`src/tkq_pkg.sv`:
```
// Shared types and constants for the touch key hold qualifier.
// Used by the channel interfaces, the controller, the datapath and the top level.
// Depends on nothing else.
package tkq_pkg;

   // Fixed field widths.
   localparam int CH_W       = 4;
   localparam int TICK_IN_W  = 32;
   localparam int HOLD_W     = 32;
   localparam int THR_W      = 16;
   localparam int PERIOD_W   = 10;
   localparam int STATUS_W   = 16;
   localparam int BYTE_W     = 8;
   localparam int CSR_IDX_W  = 4;
   localparam int CSR_DATA_W = 16;

   // A set top bit in the high status byte marks the whole byte as noise.
   localparam int NOISE_BIT = 7;

   // No more than this many events are reported for one poll.
   localparam int MAX_EVENTS = 8;
   localparam int CNT_W      = 4;

   // Defaults for the top-level parameters.
   localparam int FIRST_CHANNEL_DEF = 2;
   localparam int LAST_CHANNEL_DEF  = 9;
   localparam int TICK_BITS_DEF     = 32;

   // Register values after reset.
   localparam logic [THR_W-1:0]    THR_RST     = 16'd150;
   localparam logic [PERIOD_W-1:0] PERIOD_RST  = 10'd1;
   localparam logic [CH_W-1:0]     PLAY_CH_RST = 4'd5;
   localparam logic                PLAY_EN_RST = 1'b1;

   // Register indexes of the configuration port.
   typedef enum logic [CSR_IDX_W-1:0] {
      REG_HOLD_THRESHOLD = 4'd0,
      REG_TICK_PERIOD    = 4'd1,
      REG_PLAY_CHANNEL   = 4'd2,
      REG_PLAY_ENABLE    = 4'd3
   } csr_index_type;

   // Event codes on the result channel.
   typedef enum logic [1:0] {
      EVT_PRESS   = 2'd0,
      EVT_RELEASE = 2'd1,
      EVT_DISCARD = 2'd2
   } event_kind_type;

   // Commands from the controller to the datapath.
   typedef struct packed {
      logic            start;  // capture a polled status word
      logic            scan;   // evaluate one channel
      logic            phase;  // 0: edge pass, 1: qualification pass
      logic [CH_W-1:0] idx;    // channel offset from the first channel
      logic            load;   // move the candidate event into the pending slot
      logic            flush;  // send the pending event as the last one of the poll
   } cmd_type;

   // Status from the datapath to the controller.
   typedef struct packed {
      logic event_found;  // the channel under scan reports an event
      logic pend_valid;   // an event waits in the pending slot
      logic out_free;     // the output register can take a beat this cycle
   } sts_type;

endpackage

```
`src/tkq_req_if.sv`:
```
// Input channel of the touch key hold qualifier: one status poll per beat.
// Depends on tkq_pkg.
interface tkq_req_if;
   logic                          valid;
   logic                          ready;
   logic                          read_ok;
   logic [tkq_pkg::BYTE_W-1:0]    status_low;
   logic [tkq_pkg::BYTE_W-1:0]    status_high;
   logic [tkq_pkg::TICK_IN_W-1:0] tick_now;

   modport source (output valid, read_ok, status_low, status_high, tick_now, input ready);
   modport sink   (input valid, read_ok, status_low, status_high, tick_now, output ready);
endinterface

```
`src/tkq_rsp_if.sv`:
```
// Result channel of the touch key hold qualifier: one key event per beat.
// Depends on tkq_pkg.
interface tkq_rsp_if;
   logic                        valid;
   logic                        ready;
   tkq_pkg::event_kind_type     event_kind;
   logic [tkq_pkg::CH_W-1:0]    channel;
   logic [tkq_pkg::HOLD_W-1:0]  hold_ms;
   logic                        play_request;
   logic                        last_event;

   modport source (output valid, event_kind, channel, hold_ms, play_request, last_event,
                   input ready);
   modport sink   (input valid, event_kind, channel, hold_ms, play_request, last_event,
                   output ready);
endinterface

```
`src/tkq_csr_if.sv`:
```
// Configuration write channel of the touch key hold qualifier.
// Depends on tkq_pkg.
interface tkq_csr_if;
   logic                             valid;
   logic                             ready;
   logic [tkq_pkg::CSR_IDX_W-1:0]    index;
   logic [tkq_pkg::CSR_DATA_W-1:0]   data;

   modport source (output valid, index, data, input ready);
   modport sink   (input valid, index, data, output ready);
endinterface

```
`src/tkq_ctrl.sv`:
```
// Controller of the touch key hold qualifier: sequences the channel scan of one poll.
// Depends on tkq_pkg; drives the datapath through tkq_pkg::cmd_type.
module tkq_ctrl #(
   parameter int FIRST_CHANNEL = tkq_pkg::FIRST_CHANNEL_DEF,
   parameter int LAST_CHANNEL  = tkq_pkg::LAST_CHANNEL_DEF
) (
   input  logic             clock,
   input  logic             reset,
   input  logic             req_valid,
   input  logic             req_read_ok,
   output logic             req_ready,
   input  tkq_pkg::sts_type sts,
   output tkq_pkg::cmd_type cmd
);

   localparam int NUM_CH = LAST_CHANNEL - FIRST_CHANNEL + 1;
   localparam logic [tkq_pkg::CH_W-1:0] LAST_IDX = tkq_pkg::CH_W'(NUM_CH - 1);

   typedef enum logic [3:0] {
      ST_IDLE  = 4'b0001,
      ST_SCAN  = 4'b0010,
      ST_MUL   = 4'b0100,
      ST_FLUSH = 4'b1000
   } state_type;

   state_type                 state_ff, state_in;
   logic                      phase_ff, phase_in;
   logic [tkq_pkg::CH_W-1:0]  idx_ff, idx_in;
   logic                      done_ff, done_in;
   logic                      last_step;

   assign last_step = phase_ff && (idx_ff == LAST_IDX);

   // Next state and commands.
   always_comb begin
      state_in  = state_ff;
      phase_in  = phase_ff;
      idx_in    = idx_ff;
      done_in   = done_ff;
      req_ready = 1'b0;
      cmd       = '0;
      cmd.phase = phase_ff;
      cmd.idx   = idx_ff;
      unique case (state_ff)
         ST_IDLE: begin
            req_ready = 1'b1;
            if (req_valid && req_read_ok) begin
               cmd.start = 1'b1;
               idx_in    = '0;
               phase_in  = 1'b0;
               done_in   = 1'b0;
               state_in  = ST_SCAN;
            end
         end
         ST_SCAN: begin
            cmd.scan = 1'b1;
            done_in  = last_step;
            if (idx_ff == LAST_IDX) begin
               idx_in   = '0;
               phase_in = 1'b1;
            end else begin
               idx_in = idx_ff + 1'b1;
            end
            if (sts.event_found) begin
               state_in = ST_MUL;
            end else if (last_step) begin
               state_in = ST_FLUSH;
            end
         end
         ST_MUL: begin
            // The pending event may only move on when the output register is free.
            if (!sts.pend_valid || sts.out_free) begin
               cmd.load = 1'b1;
               state_in = done_ff ? ST_FLUSH : ST_SCAN;
            end
         end
         ST_FLUSH: begin
            if (!sts.pend_valid) begin
               state_in = ST_IDLE;
            end else if (sts.out_free) begin
               cmd.flush = 1'b1;
               state_in  = ST_IDLE;
            end
         end
         default: begin
            state_in = ST_IDLE;
         end
      endcase
   end

   // Control registers.
   always_ff @(posedge clock) begin
      if (reset) begin
         state_ff <= ST_IDLE;
         phase_ff <= 1'b0;
         idx_ff   <= '0;
         done_ff  <= 1'b0;
      end else begin
         state_ff <= state_in;
         phase_ff <= phase_in;
         idx_ff   <= idx_in;
         done_ff  <= done_in;
      end
   end

endmodule

```
`src/tkq_dp.sv`:
```
// Datapath of the touch key hold qualifier: registers, channel state, hold time
// multiplier and the result register. Depends on tkq_pkg; controlled by tkq_ctrl.
module tkq_dp #(
   parameter int FIRST_CHANNEL = tkq_pkg::FIRST_CHANNEL_DEF,
   parameter int LAST_CHANNEL  = tkq_pkg::LAST_CHANNEL_DEF,
   parameter int TICK_BITS     = tkq_pkg::TICK_BITS_DEF
) (
   input  logic                              clock,
   input  logic                              reset,
   // Polled item fields.
   input  logic [tkq_pkg::BYTE_W-1:0]        req_status_low,
   input  logic [tkq_pkg::BYTE_W-1:0]        req_status_high,
   input  logic [tkq_pkg::TICK_IN_W-1:0]     req_tick_now,
   // Configuration writes.
   input  logic                              csr_valid,
   input  logic [tkq_pkg::CSR_IDX_W-1:0]     csr_index,
   input  logic [tkq_pkg::CSR_DATA_W-1:0]    csr_data,
   output logic                              csr_ready,
   // Result beats.
   output logic                              rsp_valid,
   input  logic                              rsp_ready,
   output tkq_pkg::event_kind_type           rsp_event_kind,
   output logic [tkq_pkg::CH_W-1:0]          rsp_channel,
   output logic [tkq_pkg::HOLD_W-1:0]        rsp_hold_ms,
   output logic                              rsp_play_request,
   output logic                              rsp_last_event,
   // Controller link.
   input  tkq_pkg::cmd_type                  cmd,
   output tkq_pkg::sts_type                  sts
);

   localparam int NUM_CH = LAST_CHANNEL - FIRST_CHANNEL + 1;
   localparam int IDX_W  = (NUM_CH > 1) ? $clog2(NUM_CH) : 1;
   localparam int PROD_W = tkq_pkg::HOLD_W + tkq_pkg::PERIOD_W;

   // Configuration registers.
   logic [tkq_pkg::THR_W-1:0]    thr_ff;
   logic [tkq_pkg::PERIOD_W-1:0] period_ff;
   logic [tkq_pkg::CH_W-1:0]     play_ch_ff;
   logic                         play_en_ff;

   // Poll state.
   logic [tkq_pkg::STATUS_W-1:0] prev_ff;
   logic [tkq_pkg::STATUS_W-1:0] status_ff;
   logic [tkq_pkg::STATUS_W-1:0] changed_ff;
   logic [tkq_pkg::STATUS_W-1:0] status_in;
   logic [TICK_BITS-1:0]         now_ff;
   logic [TICK_BITS-1:0]         press_time_ff [NUM_CH];
   logic [NUM_CH-1:0]            valid_ff;
   logic [tkq_pkg::CNT_W-1:0]    cnt_ff;

   // Candidate event from the scan step.
   tkq_pkg::event_kind_type      cand_kind_ff;
   logic [tkq_pkg::CH_W-1:0]     cand_ch_ff;
   logic [tkq_pkg::HOLD_W-1:0]   cand_diff_ff;
   logic                         cand_play_ff;

   // Pending event, held until it is known whether another one follows.
   logic                         pend_valid_ff;
   tkq_pkg::event_kind_type      pend_kind_ff;
   logic [tkq_pkg::CH_W-1:0]     pend_ch_ff;
   logic [tkq_pkg::HOLD_W-1:0]   pend_hold_ff;
   logic                         pend_play_ff;

   // Output register.
   logic                         out_valid_ff, out_valid_in;
   tkq_pkg::event_kind_type      out_kind_ff;
   logic [tkq_pkg::CH_W-1:0]     out_ch_ff;
   logic [tkq_pkg::HOLD_W-1:0]   out_hold_ff;
   logic                         out_play_ff;
   logic                         out_last_ff;

   // Scan signals.
   logic [IDX_W-1:0]             sel;
   logic [tkq_pkg::CH_W-1:0]     ch_num;
   logic                         st_bit;
   logic                         chg_bit;
   logic [TICK_BITS-1:0]         diff;
   logic                         qualify;
   logic                         evt;
   logic                         found;
   tkq_pkg::event_kind_type      evt_kind;
   logic                         evt_play;
   logic [PROD_W-1:0]            prod;
   logic                         out_free;
   logic                         load_out;

   // The high byte is dropped as noise when its top bit is set.
   assign status_in = {req_status_high[tkq_pkg::NOISE_BIT] ? '0 : req_status_high,
                       req_status_low};

   // Evaluate the channel under scan.
   always_comb begin
      sel      = cmd.idx[IDX_W-1:0];
      ch_num   = tkq_pkg::CH_W'(FIRST_CHANNEL) + cmd.idx;
      st_bit   = status_ff[ch_num];
      chg_bit  = changed_ff[ch_num];
      diff     = now_ff - press_time_ff[sel];
      qualify  = diff >= TICK_BITS'(thr_ff);
      if (cmd.phase) begin
         evt      = st_bit && !valid_ff[sel] && qualify;
         evt_kind = tkq_pkg::EVT_PRESS;
      end else begin
         evt      = chg_bit && !st_bit;
         evt_kind = valid_ff[sel] ? tkq_pkg::EVT_RELEASE : tkq_pkg::EVT_DISCARD;
      end
      evt_play = cmd.phase && (ch_num == play_ch_ff) && play_en_ff;
      found    = cmd.scan && evt && (cnt_ff < tkq_pkg::CNT_W'(tkq_pkg::MAX_EVENTS));
   end

   // Hold time in milliseconds, low bits of the product.
   assign prod = PROD_W'(cand_diff_ff) * PROD_W'(period_ff);

   assign out_free     = !out_valid_ff || rsp_ready;
   assign load_out     = (cmd.load && pend_valid_ff) || cmd.flush;
   assign out_valid_in = load_out ? 1'b1 : (rsp_ready ? 1'b0 : out_valid_ff);

   assign sts.event_found = found;
   assign sts.pend_valid  = pend_valid_ff;
   assign sts.out_free    = out_free;

   assign csr_ready = 1'b1;

   // Configuration registers.
   always_ff @(posedge clock) begin
      if (reset) begin
         thr_ff     <= tkq_pkg::THR_RST;
         period_ff  <= tkq_pkg::PERIOD_RST;
         play_ch_ff <= tkq_pkg::PLAY_CH_RST;
         play_en_ff <= tkq_pkg::PLAY_EN_RST;
      end else if (csr_valid) begin
         unique case (tkq_pkg::csr_index_type'(csr_index))
            tkq_pkg::REG_HOLD_THRESHOLD: thr_ff     <= csr_data[tkq_pkg::THR_W-1:0];
            tkq_pkg::REG_TICK_PERIOD:    period_ff  <= csr_data[tkq_pkg::PERIOD_W-1:0];
            tkq_pkg::REG_PLAY_CHANNEL:   play_ch_ff <= csr_data[tkq_pkg::CH_W-1:0];
            tkq_pkg::REG_PLAY_ENABLE:    play_en_ff <= csr_data[0];
            default: ;
         endcase
      end
   end

   // Status history, per-channel timestamps and valid flags, event count.
   always_ff @(posedge clock) begin
      if (reset) begin
         prev_ff  <= '0;
         valid_ff <= '0;
         cnt_ff   <= '0;
         for (int i = 0; i < NUM_CH; i++) begin
            press_time_ff[i] <= '0;
         end
      end else begin
         if (cmd.start) begin
            prev_ff <= status_in;
            cnt_ff  <= '0;
         end else if (found) begin
            cnt_ff <= cnt_ff + 1'b1;
         end
         if (cmd.scan) begin
            if (!cmd.phase && chg_bit) begin
               valid_ff[sel] <= 1'b0;
               if (st_bit) begin
                  press_time_ff[sel] <= now_ff;
               end
            end else if (cmd.phase && st_bit && !valid_ff[sel] && qualify) begin
               valid_ff[sel] <= 1'b1;
            end
         end
      end
   end

   // Captured poll and candidate event.
   always_ff @(posedge clock) begin
      if (cmd.start) begin
         status_ff  <= status_in;
         changed_ff <= status_in ^ prev_ff;
         now_ff     <= TICK_BITS'(req_tick_now);
      end
      if (found) begin
         cand_kind_ff <= evt_kind;
         cand_ch_ff   <= ch_num;
         cand_diff_ff <= cmd.phase ? '0 : tkq_pkg::HOLD_W'(diff);
         cand_play_ff <= evt_play;
      end
   end

   // Pending slot and output register valid flags.
   always_ff @(posedge clock) begin
      if (reset) begin
         pend_valid_ff <= 1'b0;
         out_valid_ff  <= 1'b0;
      end else begin
         if (cmd.load) begin
            pend_valid_ff <= 1'b1;
         end else if (cmd.flush) begin
            pend_valid_ff <= 1'b0;
         end
         out_valid_ff <= out_valid_in;
      end
   end

   // Pending and output payloads.
   always_ff @(posedge clock) begin
      if (cmd.load) begin
         pend_kind_ff <= cand_kind_ff;
         pend_ch_ff   <= cand_ch_ff;
         pend_hold_ff <= prod[tkq_pkg::HOLD_W-1:0];
         pend_play_ff <= cand_play_ff;
      end
      if (load_out) begin
         out_kind_ff <= pend_kind_ff;
         out_ch_ff   <= pend_ch_ff;
         out_hold_ff <= pend_hold_ff;
         out_play_ff <= pend_play_ff;
         out_last_ff <= cmd.flush;
      end
   end

   assign rsp_valid        = out_valid_ff;
   assign rsp_event_kind   = out_kind_ff;
   assign rsp_channel      = out_ch_ff;
   assign rsp_hold_ms      = out_hold_ff;
   assign rsp_play_request = out_play_ff;
   assign rsp_last_event   = out_last_ff;

endmodule

```
`src/touch_key_hold_qualifier.sv`:
```
// Touch key hold qualifier top level: joins tkq_ctrl and tkq_dp; depends on tkq_pkg and
// the channel interfaces. One status poll in, zero to eight key events out.
// Steps per poll: take the poll, scan channels 2 to 9 in two passes with a hold time
// multiply step after each event found, then close the poll.
// A failed read is taken and dropped; output stalls hold the scan once both result slots are full.
// Reset restores the register defaults and clears status history, timestamps and flags.
module touch_key_hold_qualifier #(
   parameter int FIRST_CHANNEL = tkq_pkg::FIRST_CHANNEL_DEF,
   parameter int LAST_CHANNEL  = tkq_pkg::LAST_CHANNEL_DEF,
   parameter int TICK_BITS     = tkq_pkg::TICK_BITS_DEF
) (
   input  logic         clock,
   input  logic         reset,
   tkq_req_if.sink      req_ch,
   tkq_rsp_if.source    rsp_ch,
   tkq_csr_if.sink      csr_ch
);

   tkq_pkg::cmd_type cmd;
   tkq_pkg::sts_type sts;

   // Scan sequencer.
   tkq_ctrl #(
      .FIRST_CHANNEL (FIRST_CHANNEL),
      .LAST_CHANNEL  (LAST_CHANNEL)
   ) u_ctrl (
      .clock       (clock),
      .reset       (reset),
      .req_valid   (req_ch.valid),
      .req_read_ok (req_ch.read_ok),
      .req_ready   (req_ch.ready),
      .sts         (sts),
      .cmd         (cmd)
   );

   // Channel state, arithmetic and result register.
   tkq_dp #(
      .FIRST_CHANNEL (FIRST_CHANNEL),
      .LAST_CHANNEL  (LAST_CHANNEL),
      .TICK_BITS     (TICK_BITS)
   ) u_dp (
      .clock            (clock),
      .reset            (reset),
      .req_status_low   (req_ch.status_low),
      .req_status_high  (req_ch.status_high),
      .req_tick_now     (req_ch.tick_now),
      .csr_valid        (csr_ch.valid),
      .csr_index        (csr_ch.index),
      .csr_data         (csr_ch.data),
      .csr_ready        (csr_ch.ready),
      .rsp_valid        (rsp_ch.valid),
      .rsp_ready        (rsp_ch.ready),
      .rsp_event_kind   (rsp_ch.event_kind),
      .rsp_channel      (rsp_ch.channel),
      .rsp_hold_ms      (rsp_ch.hold_ms),
      .rsp_play_request (rsp_ch.play_request),
      .rsp_last_event   (rsp_ch.last_event),
      .cmd              (cmd),
      .sts              (sts)
   );

endmodule
```
`src/flat_wrapper.sv`:
```
// flat-port wrapper written by rule: the top's interface ports become plain ports
module touch_key_hold_qualifier_flat 
#(
   parameter int FIRST_CHANNEL = tkq_pkg::FIRST_CHANNEL_DEF,
   parameter int LAST_CHANNEL  = tkq_pkg::LAST_CHANNEL_DEF,
   parameter int TICK_BITS     = tkq_pkg::TICK_BITS_DEF
)
  (clock, reset, req_ch_valid, req_ch_read_ok, req_ch_status_low, req_ch_status_high, req_ch_tick_now, req_ch_ready, rsp_ch_valid, rsp_ch_event_kind, rsp_ch_channel, rsp_ch_hold_ms, rsp_ch_play_request, rsp_ch_last_event, rsp_ch_ready, csr_ch_valid, csr_ch_index, csr_ch_data, csr_ch_ready);
  tkq_req_if req_ch_i ();
  tkq_rsp_if rsp_ch_i ();
  tkq_csr_if csr_ch_i ();
  input  logic clock;
  input  logic reset;
  input wire logic [$bits(req_ch_i.valid)-1:0] req_ch_valid;
  input wire logic [$bits(req_ch_i.read_ok)-1:0] req_ch_read_ok;
  input wire logic [$bits(req_ch_i.status_low)-1:0] req_ch_status_low;
  input wire logic [$bits(req_ch_i.status_high)-1:0] req_ch_status_high;
  input wire logic [$bits(req_ch_i.tick_now)-1:0] req_ch_tick_now;
  output wire logic [$bits(req_ch_i.ready)-1:0] req_ch_ready;
  output wire logic [$bits(rsp_ch_i.valid)-1:0] rsp_ch_valid;
  output wire logic [$bits(rsp_ch_i.event_kind)-1:0] rsp_ch_event_kind;
  output wire logic [$bits(rsp_ch_i.channel)-1:0] rsp_ch_channel;
  output wire logic [$bits(rsp_ch_i.hold_ms)-1:0] rsp_ch_hold_ms;
  output wire logic [$bits(rsp_ch_i.play_request)-1:0] rsp_ch_play_request;
  output wire logic [$bits(rsp_ch_i.last_event)-1:0] rsp_ch_last_event;
  input wire logic [$bits(rsp_ch_i.ready)-1:0] rsp_ch_ready;
  input wire logic [$bits(csr_ch_i.valid)-1:0] csr_ch_valid;
  input wire logic [$bits(csr_ch_i.index)-1:0] csr_ch_index;
  input wire logic [$bits(csr_ch_i.data)-1:0] csr_ch_data;
  output wire logic [$bits(csr_ch_i.ready)-1:0] csr_ch_ready;
  assign req_ch_i.valid = req_ch_valid;
  assign req_ch_i.read_ok = req_ch_read_ok;
  assign req_ch_i.status_low = req_ch_status_low;
  assign req_ch_i.status_high = req_ch_status_high;
  assign req_ch_i.tick_now = req_ch_tick_now;
  assign req_ch_ready = req_ch_i.ready;
  assign rsp_ch_valid = rsp_ch_i.valid;
  assign rsp_ch_event_kind = rsp_ch_i.event_kind;
  assign rsp_ch_channel = rsp_ch_i.channel;
  assign rsp_ch_hold_ms = rsp_ch_i.hold_ms;
  assign rsp_ch_play_request = rsp_ch_i.play_request;
  assign rsp_ch_last_event = rsp_ch_i.last_event;
  assign rsp_ch_i.ready = rsp_ch_ready;
  assign csr_ch_i.valid = csr_ch_valid;
  assign csr_ch_i.index = csr_ch_index;
  assign csr_ch_i.data = csr_ch_data;
  assign csr_ch_ready = csr_ch_i.ready;
  touch_key_hold_qualifier #(.FIRST_CHANNEL(FIRST_CHANNEL), .LAST_CHANNEL(LAST_CHANNEL), .TICK_BITS(TICK_BITS)) u_core (.clock(clock), .reset(reset), .req_ch(req_ch_i), .rsp_ch(rsp_ch_i), .csr_ch(csr_ch_i));
endmodule
```
`config.mk`:
```
export PLATFORM = sky130hd
export DESIGN_NAME = touch_key_hold_qualifier_flat
export DESIGN_NICKNAME = d
export VERILOG_FILES = /design/src/tkq_pkg.sv /design/src/tkq_req_if.sv /design/src/tkq_rsp_if.sv /design/src/tkq_csr_if.sv /design/src/tkq_ctrl.sv /design/src/tkq_dp.sv /design/src/touch_key_hold_qualifier.sv /design/src/flat_wrapper.sv
export SDC_FILE = /design/constraint.sdc
export NUM_CORES = 1
export LEC_CHECK = 0
export ABC_AREA = 0
export BUFFER_PORTS_ARGS = -buffer_cell sky130_fd_sc_hd__clkbuf_2
export CAP_MARGIN = 20
export CORE_ASPECT_RATIO = 1.75
export CORE_UTILIZATION = 30
export DETAILED_ROUTE_END_ITERATION = 7
export PLACE_DENSITY = 0.55
export SLEW_MARGIN = 20
export SYNTH_ARGS = -nofsm -noshare
export SYNTH_HDL_FRONTEND = slang
export SYNTH_SLANG_ARGS = --single-unit
```
`constraint.sdc`:
```
create_clock -name clock -period 7.5 [get_ports clock]
set_input_delay 0.375 -clock clock [delete_from_list [all_inputs] [get_ports clock]]
set_output_delay 0.375 -clock clock [all_outputs]
set_load 0.02 [all_outputs]
```
==> flow_metrics.py, run 1 <==
metrics = {
    "power_and_ir_drop": {
        "swShare": 0.248,
        "power_frac_seq": 0.494,
        "power_density_mw_per_mm2": 187,
        "vdd_drop_max_mv": 0.176,
        "comb_power_share": 0.109,
        "switching_power_w": 0.00162,
        "p_int_w": 0.00492,
        "leakagePower_nw": 13.6,
        "clkPwrFrac": 0.398,
    },
    "critical_path": {
        "cp_max_fo": 13,
        "worstPathArrival_ns": 6.97,
        "required_ns": 7.88,
        "rr_worst_depth": 18,
        "endpoint_kind": "register",
        "worst-setup-path-type": "reg -> reg",
        "start_kind": "register",
    },
    "synth": {
        "netlist_instances": 2575,
        "synth_area_per_cell_sq_um": 12.0,
        "netlist_top_cells_count": "436 x edfxtp_1, 284 x nand2_1, 235 x and2_1",
        "synthTopCellsByArea": "edfxtp_1 43%, fa_1 13%, mux4_2 5.4%, and2_1 4.8%, dfxtp_1 4.7%",
        "seq_area_frac_synth": 0.473,
        "synthFlopType": "edfxtp_1",
        "synth_seq_cells": 509,
        "synth_cell_types": 84,
        "synthMostInstantiatedCell": "edfxtp_1",
        "synth_top_area_share": 0.425,
        "synth.net_count": 2947,
        "syn-cell-area_sq_mm": 0.0308,
        "yosys_warnings": 0,
        "async_reset_ff_frac": 0,
        "synth_edf_count": 436,
        "synth_area_leader_cell": "edfxtp_1",
    },
    "place": {
        "dpl.cell_count": 3912,
        "place_ws_ns": 0.864,
        "place_hpwl_microns": 54700,
        "io_buffers": 115,
        "dpl_cell_area_sq_mm": 0.0328,
        "place_congestion": 0.862,
    },
    "global_routing": {
        "grt_first_pass_wirelength_microns": 122000,
        "use_met1": 0.168,
        "grt_pass1_vias": 20900,
        "grt_use_met2": 0.299,
        "overflow": 0,
        "use_met3": 0.0160,
        "grt_max_degree": 91,
        "grt.busiest_layer": "met2",
        "grt.total_usage": 0.152,
        "antenna_found_initial": 0,
    },
    "detailed_routing": {
        "drt_iter0_drc": 964,
        "ant_nets": 0,
        "postRouteWirelength_microns": 77700,
        "wl_per_cell_microns": 19.2,
        "drc": 0,
        "first_pass_iters": 5,
        "vias_per_cell": 4.81,
        "num_vias": 19500,
    },
    "clock_network": {
        "clockBufferDepth": 3,
        "cts_buffers": 50,
        "cts_tree": "built",
        "clk_pin_slew_ns": 0.06,
        "clock-sinks": 509,
        "insertion_delay_ns": 0.63,
        "cts-root-buf": "clkbuf_16",
        "cts_resized": 0,
        "htreeDepth": 2,
    },
    "timing": {
        "clock.fmax_ghz": 0.152,
        "finalWorstSetupSlack_ns": 0.913,
        "worstMarginPinSlew_ns": 1.05,
        "period_needed_ns": 6.59,
        "fin_worst_skew_ns": 0.0457,
        "finalCritPeriodShare": 0.878,
        "rsz0062_at_grt": "false",
        "hold_ws_ns": 0.0530,
        "hold_viol_final": 0,
        "slew_viol_final": 0,
        "max_slew_margin": 0.300,
        "setup_viol": 0,
        "fin_tns_setup_ns": 0,
    },
    "layout": {
        "insertedDiodeCount": 0,
        "num-nets-final": 3047,
        "drive_above_1_share": 0.131,
        "areaGrowthSynthToFinish_pct": 13.3,
        "fin_cells": 4049,
        "stdcell_area_sq_mm": 0.0349,
    },
    "floorplan": {
        "die_y_microns": 426,
        "dieWidth_microns": 244,
        "top_level_ports": 117,
        "die-area_sq_mm": 0.104,
        "initial_core_util": 0.302,
        "core_area_sq_mm": 0.102,
        "core.rowCount": 155,
    },
    "worst_hold_path": {
        "hold_path.class": "in -> reg",
        "hold_depth": 3,
    },
    "run_status": {
        "status": "finished clean",
    },
    "flow_run": {
        "maxCapViolations": 0,
    },
}
[power groups by stage]
stage,sequential (W),combinational [W],clock [W]
2_1_floorplan,0.00326,0.000505,0
3_3_place_gp,0.00329,0.000695,0
3_5_place_dp,0.00329,0.000701,0
4_1_cts,0.00323,0.000722,0.00268
5_1_grt,0.00324,0.000793,0.00278
6_report,0.00323,0.000710,0.00260
[critical path: stages, from the launching register on]
cell and delay (ns):
dfxtp_1 0.64, nand2_1 0.18, fa_1 0.56, inv_1 0.05, fa_1 0.49, fa_1 0.56, fa_1 0.43, fa_1 0.46
ha_1 0.35, a2111oi_0 0.37, o21ai_0 0.26, a31oi_1 0.34, o21a_1 0.27, o22ai_1 0.19, o41ai_1 0.65, a21oi_1 0.20
o21a_1 0.22, nor2_1 0.10, xnor2_1 0.07
[state kept, by name (all words and copies together) (netlist names), 2 cells and up, named ones only]
register / cells
u_core.u_dp.cand_ch_ff: 4
u_core.u_dp.rsp_event_kind: 2
u_core.u_dp.pend_hold_ff: 32
u_core.u_dp.cand_diff_ff: 32
u_core.u_dp.now_ff: 32
u_core.u_dp.thr_ff: 16
u_core.u_dp.prev_ff: 15
u_core.u_dp.changed_ff: 15
u_core.u_dp.press_time_ff: 256
u_core.u_dp.status_ff: 15
u_core.u_ctrl.idx_ff: 4
u_core.u_dp.rsp_channel: 4
u_core.u_dp.play_ch_ff: 4
u_core.u_dp.pend_kind_ff: 2
u_core.u_dp.period_ff: 10
u_core.u_dp.cnt_ff: 4
u_core.u_dp.pend_ch_ff: 4
u_core.u_dp.rsp_hold_ms: 32
u_core.u_ctrl.state_ff: 4
u_core.u_dp.cand_kind_ff: 2
[routing by layer]
layer  part of all wire  wire length [microns]  up-vias
met5                  0                      0        -
met4              0.028                   2210        0
met3              0.031                   2440      115
met2               0.55                  43000      379
met1               0.39                  30000     9855
li1                   -                      -     9118
[what timing repair did]
item | CTS | global route
hold buffers | 45 | 0
setup buffers | 0 | 0
hold endpoints to repair | 50 | 0
[final cells by class]
| type | count | area, sq um |
|---|---|---|
| Sequential cell | 509 | 14600 |
| Tap cell | 1334 | 1670 |
| Clock inverter | 27 | 270 |
| Inverter | 203 | 763 |
| Clock buffer | 65 | 1410 |
| Timing Repair Buffer | 199 | 1320 |
| Multi-Input combinational cell | 1712 | 14900 |
| Fill cell | 10100 | 66900 |
[layout by cell type, fill, tap and decap left out, types with 90 or more instances in the layout]
| master | count |
|---|---|
| ha_1 | 99 |
| edfxtp_1 | 436 |
| fa_1 | 199 |
| nand2_1 | 284 |
| and3_1 | 138 |
| a21oi_1 | 90 |
| and2_1 | 235 |
| clkbuf_2 | 115 |
| inv_1 | 201 |
| nor2_1 | 102 |
[stage by stage]
step / power (W) / utilization
6_report: 0.00654 / 0.343
5_1_grt: 0.00681 / 0.343
4_1_cts: 0.00663 / 0.343
3_5_place_dp: 0.00399 / 0.322
3_3_place_gp: 0.00398 / 0.322
2_1_floorplan: 0.00376 / -
[path summary, 6_finish.rpt]
kind	endpoint	slack [ns]	startpoint
min	u_core.u_dp.thr_ff[8]	0.05	csr_ch_data[8]
min reg2reg	u_core.u_dp.rsp_hold_ms[7]	0.41	u_core.u_dp.pend_hold_ff[7]
max reg2reg	u_core.u_dp.pend_hold_ff[30]	0.91	u_core.u_dp.period_ff[1]
max	u_core.u_dp.pend_hold_ff[30]	0.91	u_core.u_dp.period_ff[1]
[cell families (layout without fill, tap and decap cells)]
logic type | Yosys count | count (layout) | synth area share
multiplexers | 126 | 126 | 0.0711
AO/OA/AOI/OAI | 283 | 283 | 0.0610
other | 1 | 1 | 0.000122
flip-flops | 509 | 509 | 0.473
adder cells (fa/ha/maj) | 298 | 298 | 0.170
XOR/XNOR | 85 | 85 | 0.0242
AND/OR/NAND/NOR | 919 | 919 | 0.155
buffers and inverters | 354 | 494 | 0.0461
(Power assumes the default switching activity.)
==> run 2, diff against run 1 <==
- PLACE_DENSITY: 0.55 -> 0.56
- clock period: 7.5 -> 5.4 ns (I/O delays scaled with it)
==> run 2 against run 1 <==
Against the previous run: the flow now finishes with violations (setup timing); die area did not move; register-to-register slack got worse by 1.1 ns; count of clock-buffer cells in the layout fell by 3; via count rose by 6.6%; sequential share of layout area fell by 3.7 points; wire length rose by 6.9%; largest power group unchanged.
==> flow_metrics.py, run 2 (synthesis gave the netlist of run 1 again) <==
metrics = {
    "run_status": {
        "status": "finished with violations",
        "failed_checks": "setup timing",
    },
    "global_routing": {
        "grt_pass1_vias": 22400,
        "grt_max_degree": 97,
        "antenna_found_initial": 0,
        "overflow": 0,
        "grt_first_pass_wirelength_microns": 128000,
        "grt.total_usage": 0.160,
    },
    "timing": {
        "finalWorstSetupSlack_ns": -0.167,
        "worstMarginPinSlew_ns": 1.07,
        "hold_ws_ns": 0.0364,
        "clock.fmax_ghz": 0.180,
        "slew_viol_final": 0,
        "period_needed_ns": 5.57,
        "max_slew_margin": 0.287,
        "setup_viol": 7,
        "fin_worst_skew_ns": 0.0313,
        "rsz0062_at_grt": "true",
        "finalCritPeriodShare": 1.03,
        "fin_tns_setup_ns": -0.614,
        "hold_viol_final": 0,
    },
    "place": {
        "io_buffers": 115,
        "dpl.cell_count": 4162,
        "place_congestion": 0.847,
        "place_hpwl_microns": 59500,
    },
    "clock_network": {
        "cts_buffers": 49,
        "cts_tree": "built",
        "clk_pin_slew_ns": 0.08,
        "cts-root-buf": "clkbuf_16",
        "clock-sinks": 509,
        "htreeDepth": 2,
        "clockBufferDepth": 3,
        "insertion_delay_ns": 0.63,
    },
    "critical_path": {
        "cp_max_fo": 7,
        "worstPathArrival_ns": 5.95,
        "required_ns": 5.78,
        "start_kind": "register",
        "worst-setup-path-type": "reg -> reg",
        "endpoint_kind": "register",
    },
    "floorplan": {
        "top_level_ports": 117,
        "die_y_microns": 426,
        "core.rowCount": 155,
        "initial_core_util": 0.302,
        "dieWidth_microns": 244,
        "die-area_sq_mm": 0.104,
        "core_area_sq_mm": 0.102,
    },
    "power_and_ir_drop": {
        "leakagePower_nw": 15.3,
        "power_density_mw_per_mm2": 241,
        "power.total_w": 0.00925,
        "vdd_drop_max_mv": 0.263,
    },
    "layout": {
        "top_register": "u_core.u_dp.press_time_ff",
        "num-nets-final": 3359,
        "most-common-layout-cells": "436 x edfxtp_1, 292 x buf_4, 274 x nand2_1",
        "fin_cells": 4359,
        "finish.utilization": 0.377,
        "layout_commonest_cell": "edfxtp_1",
        "largest_reg_flops": 256,
        "insertedDiodeCount": 0,
        "areaGrowthSynthToFinish_pct": 24.6,
        "drive_above_1_share": 0.257,
    },
    "detailed_routing": {
        "drt_iter0_drc": 1001,
        "wl_per_cell_microns": 19.1,
        "num_vias": 20800,
        "vias_per_cell": 4.76,
        "first_pass_iters": 5,
        "drc": 0,
        "ant_nets": 0,
        "postRouteWirelength_microns": 83000,
    },
    "worst_hold_path": {
        "hold_path.class": "in -> reg",
    },
    "flow_run": {
        "maxCapViolations": 0,
    },
}
run 2: repair_timing:
item                                    in CTS  in global routing
endpoints found under the setup margin      61                 65
resized for setup                           70                114
buffers inserted                            22                 25
cloned                                       2                  5
endpoints found under the hold margin       82                  0
pin swaps                                   44                 54
hold buffers                                55                  0
run 2: final cells by class:
| cell class | count | area [sq um] |
|---|---|---|
| Timing Repair Buffer | 511 | 4120 |
| Tap cell | 1334 | 1670 |
| Clock inverter | 27 | 268 |
| Multi-Input combinational cell | 1713 | 15600 |
| Inverter | 203 | 763 |
| Clock buffer | 62 | 1330 |
| Sequential cell | 509 | 14600 |
| Fill cell | 9843 | 63500 |
run 2: routing by layer:
metal	GRT usage	routed length (microns)	vias up
met3	0.0149	2250	135
li1	-	-	9749
met2	0.321	47100	410
met5	0	0	-
met1	0.167	30700	10500
met4	0.0600	3000	0
run 2: where the power goes:
part           internal [W]  switching (W)
registers           0.00439      0.0000781
clock network       0.00187        0.00162
logic              0.000597       0.000688
run 2: stage by stage:
step / instance area (sq um) / setup WS [ns]
4_1_cts: 37500 / -0.253
3_3_place_gp: 34900 / -0.400
3_5_place_dp: 34900 / -0.404
6_report: 38300 / -0.167
2_1_floorplan: 31100 / -0.00392
5_1_grt: 38300 / -0.368
run 2: critical path: stages, from the launching register on:
cell      delay, ns
edfxtp_1       0.50
buf_6          0.17
and2_1         0.17
fa_1           0.56
inv_2          0.04
fa_1           0.47
fa_1           0.54
inv_1          0.05
fa_1           0.48
fa_1           0.53
ha_4           0.30
nand3_2        0.07
o211ai_1       0.29
a311o_1        0.33
nand2_2        0.13
a31oi_4        0.24
o41ai_4        0.09
o21bai_1       0.17
a21oi_2        0.08
xnor2_1        0.12
run 2: final timing paths:
path | from | end | slack (ns) | cells after the start
setup / recovery | u_core.u_dp.cand_diff_ff[6] | u_core.u_dp.pend_hold_ff[31] | -0.17 | 19
hold / removal | req_ch_status_high[2] | u_core.u_dp.prev_ff[10] | 0.04 | 4
setup reg to reg | u_core.u_dp.cand_diff_ff[6] | u_core.u_dp.pend_hold_ff[31] | -0.17 | 19
hold reg to reg | u_core.u_dp.pend_hold_ff[5] | u_core.u_dp.rsp_hold_ms[5] | 0.42 | 0
